--- src/hw/rtl/lcn_pkg.sv ---
// Package with the types, codes and constants of the list cursor navigator.
package lcn_pkg;

  localparam int unsigned VisibleRows = 17;
  localparam int unsigned HalfRows    = VisibleRows / 2;
  localparam logic [7:0]  Rows8       = 8'(VisibleRows);
  localparam logic [8:0]  Rows9       = 9'(VisibleRows);
  localparam logic [7:0]  Half8       = 8'(HalfRows);

  localparam logic [7:0] MoveKeys    = 8'h33;
  localparam logic [7:0] HoldMax     = 8'hFF;
  localparam logic [7:0] RepeatDelay = 8'd20;
  localparam logic [1:0] PhaseLast   = 2'd2;

  localparam int unsigned KeyUp    = 0;
  localparam int unsigned KeyDown  = 1;
  localparam int unsigned KeyEnter = 2;
  localparam int unsigned KeyEsc   = 3;
  localparam int unsigned KeyPgUp  = 4;
  localparam int unsigned KeyPgDn  = 5;
  localparam int unsigned KeyHome  = 6;
  localparam int unsigned KeyEnd   = 7;

  localparam logic OpStart = 1'b0;
  localparam logic OpTick  = 1'b1;

  localparam logic CfgEntryCount = 1'b0;
  localparam logic CfgStartIndex = 1'b1;

  typedef enum logic [1:0] {
    OutContinue = 2'd0,
    OutBack     = 2'd1,
    OutPlay     = 2'd2,
    OutEmpty    = 2'd3
  } outcome_e;

  typedef struct packed {
    logic [7:0] cursor;
    logic [7:0] top;
    logic [7:0] prev_keys;
    logic [7:0] hold;
    logic [1:0] phase;
    logic       open;
  } nav_state_t;

  typedef struct packed {
    logic [7:0] selection;
    logic [7:0] window_top;
    logic       redraw;
    outcome_e   outcome;
  } nav_result_t;

endpackage

--- src/hw/rtl/lcn_in_if.sv ---
// Input channel interface carrying start and tick items.
interface lcn_in_if;
  logic       valid;
  logic       ready;
  logic       opcode;
  logic [7:0] key_bits;

  modport source (output valid, output opcode, output key_bits, input ready);
  modport sink (input valid, input opcode, input key_bits, output ready);
endinterface

--- src/hw/rtl/lcn_out_if.sv ---
// Output channel interface carrying result items.
interface lcn_out_if;
  logic       valid;
  logic       ready;
  logic [7:0] selection;
  logic [7:0] window_top;
  logic       redraw;
  logic [1:0] outcome;

  modport source (output valid, output selection, output window_top, output redraw,
                  output outcome, input ready);
  modport sink (input valid, input selection, input window_top, input redraw,
                input outcome, output ready);
endinterface

--- src/hw/rtl/lcn_step.sv ---
// Next-state and result logic for one item of the list cursor navigator.
module lcn_step (
  input  lcn_pkg::nav_state_t  cur_i,
  input  logic [7:0]           entry_count_i,
  input  logic [7:0]           start_index_i,
  input  logic                 opcode_i,
  input  logic [7:0]           key_bits_i,
  output lcn_pkg::nav_state_t  nxt_o,
  output lcn_pkg::nav_result_t res_o
);
  import lcn_pkg::*;

  always_comb begin
    logic [7:0] press;
    logic [7:0] sel;
    logic [7:0] top;
    logic [7:0] old;
    logic [8:0] sum9;
    logic       redraw;
    outcome_e   outcome;

    nxt_o   = cur_i;
    redraw  = 1'b0;
    outcome = OutContinue;
    press   = '0;
    sel     = '0;
    top     = '0;
    old     = cur_i.cursor;
    sum9    = '0;

    if (opcode_i == OpStart) begin
      sel = (start_index_i < entry_count_i) ? start_index_i : 8'd0;
      top = (sel > Half8) ? sel - Half8 : 8'd0;
      if (entry_count_i > Rows8 && top > entry_count_i - Rows8) begin
        top = entry_count_i - Rows8;
      end
      nxt_o.cursor    = sel;
      nxt_o.top       = top;
      nxt_o.prev_keys = 8'hFF;
      nxt_o.hold      = '0;
      nxt_o.phase     = '0;
      nxt_o.open      = 1'b1;
      redraw          = 1'b1;
    end else if (cur_i.open) begin
      press           = key_bits_i & ~cur_i.prev_keys;
      nxt_o.prev_keys = key_bits_i;
      if (|(key_bits_i & MoveKeys)) begin
        if (cur_i.hold != HoldMax) begin
          nxt_o.hold  = cur_i.hold + 8'd1;
          nxt_o.phase = (cur_i.phase == PhaseLast) ? 2'd0 : cur_i.phase + 2'd1;
        end
        if (nxt_o.hold > RepeatDelay && nxt_o.phase == 2'd0) begin
          press = press | (key_bits_i & MoveKeys);
        end
      end else begin
        nxt_o.hold  = '0;
        nxt_o.phase = '0;
      end

      if (press[KeyEsc]) begin
        nxt_o.open = 1'b0;
        outcome    = OutBack;
      end else if (press[KeyEnter]) begin
        nxt_o.open = 1'b0;
        outcome    = (entry_count_i != 8'd0) ? OutPlay : OutEmpty;
      end else if (entry_count_i != 8'd0) begin
        sel = cur_i.cursor;
        top = cur_i.top;
        if (press[KeyUp] && sel != 8'd0) begin
          sel = sel - 8'd1;
        end
        if (press[KeyDown] && ({1'b0, sel} + 9'd1) < {1'b0, entry_count_i}) begin
          sel = sel + 8'd1;
        end
        if (press[KeyPgUp]) begin
          sel = (sel > Rows8) ? sel - Rows8 : 8'd0;
        end
        if (press[KeyPgDn]) begin
          sum9 = {1'b0, sel} + Rows9;
          sel  = (sum9 < {1'b0, entry_count_i}) ? sum9[7:0] : entry_count_i - 8'd1;
        end
        if (press[KeyHome]) begin
          sel = 8'd0;
        end
        if (press[KeyEnd]) begin
          sel = entry_count_i - 8'd1;
        end
        if (sel != old) begin
          if (sel < top) begin
            top = sel;
          end
          if ({1'b0, sel} >= ({1'b0, top} + Rows9)) begin
            top = sel - Rows8 + 8'd1;
          end
          redraw = 1'b1;
        end
        nxt_o.cursor = sel;
        nxt_o.top    = top;
      end
    end

    res_o.selection  = nxt_o.cursor;
    res_o.window_top = nxt_o.top;
    res_o.redraw     = redraw;
    res_o.outcome    = outcome;
  end

endmodule

--- src/hw/rtl/list_cursor_navigator_core.sv ---
// Top level of the list cursor navigator: state, configuration and result register.
//
//   Channel  Direction  Contents
//   in_i     sink       opcode, key_bits: one start or tick item
//   out_o    source     selection, window_top, redraw, outcome: one result per item
//   cfg      write      cfg_we_i, cfg_idx_i, cfg_data_i: entry_count and start_index
//
// Each item is handled by combinational step logic, and one item can be taken in every cycle unless a result waits.
// Its result appears in the output register on the cycle after it is accepted.
// The input is stalled only while a result waits in the output register.
// Reset clears the session, the cursor state and both configuration registers.
module list_cursor_navigator_core (
  input  logic           clk_i,
  input  logic           rst_ni,
  lcn_in_if.sink         in_i,
  lcn_out_if.source      out_o,
  input  logic           cfg_we_i,
  input  logic           cfg_idx_i,
  input  logic [7:0]     cfg_data_i
);
  import lcn_pkg::*;

  nav_state_t  st_q, st_d;
  nav_result_t res_q, res_d;
  logic        out_valid_q;
  logic [7:0]  entry_count_q;
  logic [7:0]  start_index_q;
  logic        in_acc;

  assign in_i.ready = !out_valid_q || out_o.ready;
  assign in_acc     = in_i.valid && in_i.ready;

  lcn_step u_step (
    .cur_i         (st_q),
    .entry_count_i (entry_count_q),
    .start_index_i (start_index_q),
    .opcode_i      (in_i.opcode),
    .key_bits_i    (in_i.key_bits),
    .nxt_o         (st_d),
    .res_o         (res_d)
  );

  always_ff @(posedge clk_i or negedge rst_ni) begin
    if (!rst_ni) begin
      entry_count_q <= '0;
      start_index_q <= '0;
    end else if (cfg_we_i) begin
      unique case (cfg_idx_i)
        CfgEntryCount: entry_count_q <= cfg_data_i;
        CfgStartIndex: start_index_q <= cfg_data_i;
        default: ;
      endcase
    end
  end

  always_ff @(posedge clk_i or negedge rst_ni) begin
    if (!rst_ni) begin
      st_q <= '{cursor: '0, top: '0, prev_keys: 8'hFF, hold: '0, phase: '0, open: 1'b0};
      out_valid_q <= 1'b0;
    end else begin
      if (in_acc) begin
        st_q        <= st_d;
        out_valid_q <= 1'b1;
      end else if (out_o.ready) begin
        out_valid_q <= 1'b0;
      end
    end
  end

  always_ff @(posedge clk_i) begin
    if (in_acc) begin
      res_q <= res_d;
    end
  end

  assign out_o.valid      = out_valid_q;
  assign out_o.selection  = res_q.selection;
  assign out_o.window_top = res_q.window_top;
  assign out_o.redraw     = res_q.redraw;
  assign out_o.outcome    = res_q.outcome;

`ifndef SYNTHESIS
  a_start_opens: assert property (@(posedge clk_i) disable iff (!rst_ni)
    in_acc && in_i.opcode == OpStart |=> st_q.open && out_valid_q && res_q.redraw)
    else $error("start item did not open a session");

  a_end_closes: assert property (@(posedge clk_i) disable iff (!rst_ni)
    out_valid_q && res_q.outcome != OutContinue |-> !st_q.open)
    else $error("session still open after a closing result");

  a_phase_tracks_hold: assert property (@(posedge clk_i) disable iff (!rst_ni)
    {6'd0, st_q.phase} == st_q.hold % 8'd3)
    else $error("repeat phase out of step with hold count");

  a_stall_only_when_full: assert property (@(posedge clk_i) disable iff (!rst_ni)
    !in_i.ready |-> out_valid_q && !out_o.ready)
    else $error("input stalled without a waiting result");
`endif

endmodule

--- src/flat_wrapper.sv ---
// flat-port wrapper written by rule: the top's interface ports become plain ports
module list_cursor_navigator_core_flat import lcn_pkg::*;
  (clk_i, rst_ni, cfg_we_i, cfg_idx_i, cfg_data_i, in_i_valid, in_i_opcode, in_i_key_bits, in_i_ready, out_o_valid, out_o_selection, out_o_window_top, out_o_redraw, out_o_outcome, out_o_ready);
  lcn_in_if in_i_i ();
  lcn_out_if out_o_i ();
  input  logic clk_i;
  input  logic rst_ni;
  input  logic cfg_we_i;
  input  logic cfg_idx_i;
  input  logic [7:0] cfg_data_i;
  input wire logic [$bits(in_i_i.valid)-1:0] in_i_valid;
  input wire logic [$bits(in_i_i.opcode)-1:0] in_i_opcode;
  input wire logic [$bits(in_i_i.key_bits)-1:0] in_i_key_bits;
  output wire logic [$bits(in_i_i.ready)-1:0] in_i_ready;
  output wire logic [$bits(out_o_i.valid)-1:0] out_o_valid;
  output wire logic [$bits(out_o_i.selection)-1:0] out_o_selection;
  output wire logic [$bits(out_o_i.window_top)-1:0] out_o_window_top;
  output wire logic [$bits(out_o_i.redraw)-1:0] out_o_redraw;
  output wire logic [$bits(out_o_i.outcome)-1:0] out_o_outcome;
  input wire logic [$bits(out_o_i.ready)-1:0] out_o_ready;
  assign in_i_i.valid = in_i_valid;
  assign in_i_i.opcode = in_i_opcode;
  assign in_i_i.key_bits = in_i_key_bits;
  assign in_i_ready = in_i_i.ready;
  assign out_o_valid = out_o_i.valid;
  assign out_o_selection = out_o_i.selection;
  assign out_o_window_top = out_o_i.window_top;
  assign out_o_redraw = out_o_i.redraw;
  assign out_o_outcome = out_o_i.outcome;
  assign out_o_i.ready = out_o_ready;
  list_cursor_navigator_core u_core (.clk_i(clk_i), .rst_ni(rst_ni), .in_i(in_i_i), .out_o(out_o_i), .cfg_we_i(cfg_we_i), .cfg_idx_i(cfg_idx_i), .cfg_data_i(cfg_data_i));
endmodule
--- config.mk ---
export PLATFORM = sky130hd
export DESIGN_NAME = list_cursor_navigator_core_flat
export DESIGN_NICKNAME = d
export VERILOG_FILES = /design/src/hw/rtl/lcn_pkg.sv /design/src/hw/rtl/lcn_in_if.sv /design/src/hw/rtl/lcn_out_if.sv /design/src/hw/rtl/lcn_step.sv /design/src/hw/rtl/list_cursor_navigator_core.sv /design/src/flat_wrapper.sv
export SDC_FILE = /design/constraint.sdc
export NUM_CORES = 1
export LEC_CHECK = 0
export ABC_AREA = 1
export BUFFER_PORTS_ARGS = -buffer_cell sky130_fd_sc_hd__buf_2
export CAP_MARGIN = 20
export CORE_MARGIN = 2
export CORE_UTILIZATION = 68
export CTS_CLUSTER_DIAMETER = 120
export CTS_CLUSTER_SIZE = 16
export DETAILED_ROUTE_END_ITERATION = 12
export GPL_ROUTABILITY_DRIVEN = 0
export HOLD_SLACK_MARGIN = 0.1
export PLACE_DENSITY = 0.88
export SYNTH_ARGS = -nofsm -noshare
export SYNTH_HDL_FRONTEND = slang
export SYNTH_HIERARCHICAL = 1
export SYNTH_SLANG_ARGS = --single-unit
--- constraint.sdc ---
create_clock -name clk_i -period 16.5 [get_ports clk_i]
set_input_delay 0.825 -clock clk_i [delete_from_list [all_inputs] [get_ports clk_i]]
set_output_delay 0.825 -clock clk_i [all_outputs]
set_load 0.005 [all_outputs]
Word level (Yosys, flattened, before mapping)
Index checks and enable logic that the tools add are counted.

Flip-flop bits (word level): 71. Bits of input ports: 23. Output and inout bits: 21. Logic and storage cells: 132.

Add/sub/neg operators: 13. Magnitude comparators: 10. Equality and inequality tests: 4. Multiplexer cells: 67. Bitwise logic cells: 7. Reductions and logical operators: 17.

Operators with widths (number): 8-bit two-way mux (44); 35-bit two-way mux (2); 10-bit two-way mux (5); 16-bit two-way mux (3); 8-bit by 1-bit adder with 8-bit output (second input constant) (3); 8-bit by 5-bit > comparator with 1-bit output (second input constant) (3); 8-bit by 5-bit subtractor with 8-bit output (second input constant) (3); 8-bit by 5-bit adder with 9-bit output (second input constant) (2); 9-bit by 8-bit < comparator with 1-bit output (2); 8-bit < comparator (2); 8-bit nonzero test (2); 8-bit by 1-bit subtractor with 8-bit output (second input constant) (2); 1-bit two-way mux (12); 8-bit by 1-bit adder with 9-bit output (second input constant) (1); 8-bit by 9-bit greater-or-equal comparator with 1-bit output (1); 8-bit AND (1); 8-bit by 4-bit > comparator with 1-bit output (second input constant) (1); 8-bit > comparator (1); 8-bit inequality test (1); 8-bit inequality test (second input constant) (1); 8-bit NOT (1); 8-bit by 6-bit OR with 8-bit output (1); 2-bit AND reduction (4); 4-bit OR reduction (2); other kinds (11) (18).

Depth between registers and ports, before layout
Word-level depth: 64. Mapped depth: 86. Depth with buffers taken out: 86.

Modules after synthesis
Netlist, hierarchy kept.

By module, submodules not included: lcn_step (times used 1, cells an instance 811, area each 4533.1 µm², seq. area each 0.0 µm²); list_cursor_navigator_core (times used 1, cells an instance 237, area each 2792.7 µm², seq. area each 1881.8 µm²).

Worst setup path before layout
No wires, ideal clock.

Path kind: register to register. Start: reg u_core/st_q[3] (netlist bit). End: reg u_core.res_q (netlist bit u_core/out_o.window_top[6]), data pin. Library setup time: 251 ps. Arrival time: 9293 ps. Required time: 16249 ps. Path slack: 6956 ps. Stages on the path, launching flop included: 80. Buffers on the path: 2. Clock period less this slack: 9544 ps. Cells stage by stage: dfrtp_1 > ha_1 > inv_1 > nor2_4 > nand2_4 > nand2_1 > nand2_1 > nand2_1 > nand2_1 > nand2_1 > nand2_1 > nand2_2 > nand2_4 > nand2_4 > buf_6 > nand3_2 > nand2_1 > inv_1 > (+44 left out) > nand3_1 > nand2_1 > nand2_2 > nor2_4 > inv_1 > nor2_1 > nor2_1 > ha_1 > a21oi_1 > o221ai_1 > a221o_1 > nand2_1 > nand3_1 > inv_1 > nand3_1 > nand3_1 > nand2_1 > buf_4.

RTL lines: from (decl) (line list_cursor_navigator_core.sv:23) `nav_state_t st_q, st_d;`; from (signal assigned) (line list_cursor_navigator_core.sv:58) `st_q <= '{cursor: '0, top: '0, prev_keys: 8'hFF, hold: '0, phase: '0, open: 1'b0};`; from (signal assigned) (line list_cursor_navigator_core.sv:62) `st_q <= st_d;`; to (signal assigned) (line list_cursor_navigator_core.sv:72) `res_q <= res_d;`; to (decl) (line list_cursor_navigator_core.sv:24) `nav_result_t res_q, res_d;`.

==> results.sh <==
export IMPL_status="complete, no violations"
export IMPL_async_flop_share=0.732
export IMPL_worst_pin_slew_ps=989
export IMPL_period_minus_slack_ps=10920
export IMPL_yosysMostFrequentCell="nand2_1"
export IMPL_ys_seq_area_frac=0.257
export IMPL_drtPass1Iterations=5
export IMPL_num_vias=6982
export IMPL_area_growth_pct=4.00
export IMPL_synth_main_ff_cell="dfrtp_1"
export IMPL_first_global_vias=6582
export IMPL_path_common_cell="nand2_1"
export IMPL_slowest_stage="a211oi_2"
export IMPL_ys_warn_count=6
export IMPL_min_delay_path_class="reg2reg"
export IMPL_holdPathStages=2
export IMPL_p_leak_nw=4.02
export IMPL_die_width_microns=108
export IMPL_synth_edf_count=19
export IMPL_top_usage_layer="met2"
export IMPL_finClkSkew_ps=15.3
export IMPL_final_hold_violation_count=0
export IMPL_syn_area_per_cell_sq_um=6.99
export IMPL_wl_microns=18600
export IMPL_irDropWorstVdd_mv=0.221
export IMPL_synth_distinct_cells=48
export IMPL_end_kind="flip-flop"
export IMPL_cap_violations=0
export IMPL_grt_ovfl_total=0
export IMPL_cts_max_level=3
export IMPL_cts_setup_buffers=0
export IMPL_dp_cells=1189
export IMPL_cts_sinks=71
export IMPL_fin_crit_sh=0.662
export IMPL_arrival_ps=11180
export IMPL_path_class="reg2reg"
export IMPL_drive_gt1_frac=0.167
export IMPL_grt_met3_usage=0.0563
export IMPL_die_area_sq_um=11600
export IMPL_clk_root_buffer_cell="clkbuf_8"
export IMPL_reg2reg_depth=80
export IMPL_critPathMaxFanout=11
export IMPL_synthTopCellsByArea="nand2_1, dfrtp_1, ha_1"
export IMPL_start_util=0.706
export IMPL_rsz0062_at_grt="false"
export IMPL_wl_per_cell_microns=15.5
export IMPL_cts_tree="yes"
export IMPL_use_met2=0.535
export IMPL_rows=37
export IMPL_pin_count=44
export IMPL_fmax_mhz=91.6
export IMPL_fp_dieH_microns=108
export IMPL_drt_iter0_markers=702
export IMPL_core_area_sq_um=10400
export IMPL_synth_top_area_share=0.156
export IMPL_ys_ff_latch=71
export IMPL_stdcell_count=1205
export IMPL_numCtsBuffers=9
export IMPL_grt_max_degree=53
export IMPL_synthTopCellsByCount="nand2_1, inv_1, nand3_1, ha_1, nor2_1"
export IMPL_drc_errors=0
export IMPL_start_kind="flip-flop"
export IMPL_antenna_left=0
export IMPL_antenna_found_initial=0
export IMPL_routed_via_density=5.79
export IMPL_io_buffers=43
export IMPL_cts_max_path_buffers=2
export IMPL_yosysTopAreaCell="nand2_1"
export IMPL_placed_area_sq_um=7390
export IMPL_syn_num_nets=1127
export IMPL_clk_pin_slew_ps=80
export IMPL_syn_cell_area_sq_um=7330
export IMPL_clk_latency_ps=370
export IMPL_design_area_sq_um=7620
export IMPL_slew_headroom=0.340
export IMPL_hpwl_microns=14000
export IMPL_cp_slowest_stage_delay_ps=550
export IMPL_required_ps=16760
export IMPL_drv_slew=0
export IMPL_hold_buffers=0
export IMPL_setup_viol=0
export IMPL_num_nets_final=1143
export IMPL_gr_usage_met1=0.439
export IMPL_cellPowerDensity_nw_per_um2=208
export IMPL_antenna_cells=0
export IMPL_grt_pass1_wl_microns=30900
export IMPL_finalPower_mw=1.59
export IMPL_syn_instance_count=1048
export IMPL_setup_tns_final_ps=0
export IMPL_cts_resized=0
export IMPL_whs_ps=479
export IMPL_grt_total_usage=0.334
## metal layers
layer	up-vias	share of wire
li1	3423	-
met1	3139	0.42
met2	349	0.47
met3	71	0.078
met4	0	0.036
met5	-	0
## path summary, 6_finish.rpt
check / startpoint / end / slack (ps)
min in group asynchronous: rst_ni / u_core/entry_count_q[0] / 560
min reg2reg: u_core/st_q[12] / u_core/st_q[12] / 480
max: u_core/st_q[3] / u_core/st_q[19] / 5580
max reg2reg: u_core/st_q[3] / u_core/st_q[19] / 5580
min: u_core/st_q[12] / u_core/st_q[12] / 480
max in group asynchronous: rst_ni / u_core/st_q[33] / 15490
## sequential cells by signal, indices dropped and copies added, names as in the netlist
signal,flops
u_core/out_o.window_top,8
u_core/st_q,35
u_core/out_o.outcome,2
u_core/entry_count_q,8
u_core/out_o.redraw,1
u_core/out_o.selection,8
u_core/out_o.valid,1
u_core/start_index_q,8
## final cells by class
class / count / area (sq um)
fill: 809 / 2750
multi-input combinational: 793 / 4570
clock buffer: 9 / 124
clock inverter: 7 / 105
inverter: 145 / 547
tap: 136 / 170
sequential: 71 / 1880
timing repair buffer: 44 / 223
## worst max-delay path, delay by kind of cell (launching register included)
family / cells / cell delay, ps
xor gates and xnor gates: 1 / 260
DFF: 1 / 430
and+or+nand+nor: 52 / 4880
buffers and inverters: 7 / 640
adders and majority gates: 8 / 2010
AOI/OAI and AO/OA: 12 / 2570
## power by group
part	total [mW]	switching [mW]	internal [mW]	leakage, nW
Clock	0.163	0.0755	0.0872	0.112
Sequential	0.264	0.0363	0.227	0.836
Combinational	1.16	0.763	0.396	3.07
Total	1.59	0.875	0.710	4.02
## through the flow
stage,setup slack (ps),utilization
floorplan,6960,-
global placement,6240,0.713
detailed placement,5860,0.713
CTS,5820,0.735
global route,4510,0.735
finish,5580,0.735
## cell families after synthesis
| logic type | after synthesis | synth area share |
|---|---|---|
| XOR/XNOR | 37 | 0.0442 |
| AO/OA/AOI/OAI | 141 | 0.113 |
| AND/OR/NAND/NOR | 559 | 0.370 |
| flip-flops | 71 | 0.257 |
| adder cells (fa/ha/maj) | 56 | 0.0956 |
| buffers and inverters | 184 | 0.120 |
## cell usage in the layout, fill, tap and decap left out, types with 2 or more instances in the layout
cell type  instances
nand3b_1           3
nor2_4             6
o21ai_2            6
ha_1              56
dfrtp_1           44
nand4_2            2
nor2_1            56
bufinv_16          2
a21oi_2            2
inv_1            135
nand3_1           76
nor2_2             9
o21ai_0           28
edfxtp_1          19
dfstp_2            8
xnor2_1           13
buf_2             43
nand2_2           33
inv_2              9
clkinv_4           2
nand4_1           15
o211ai_1          22
o21ai_1           23
a21oi_1           48
nor4_1             2
nand3_2           27
nand2_4           11
nor3_1            10
a211oi_1           4
clkbuf_8           9
xor2_1            24
nand2_1          305
No activity file was read; power rests on OpenSTA's default activity.
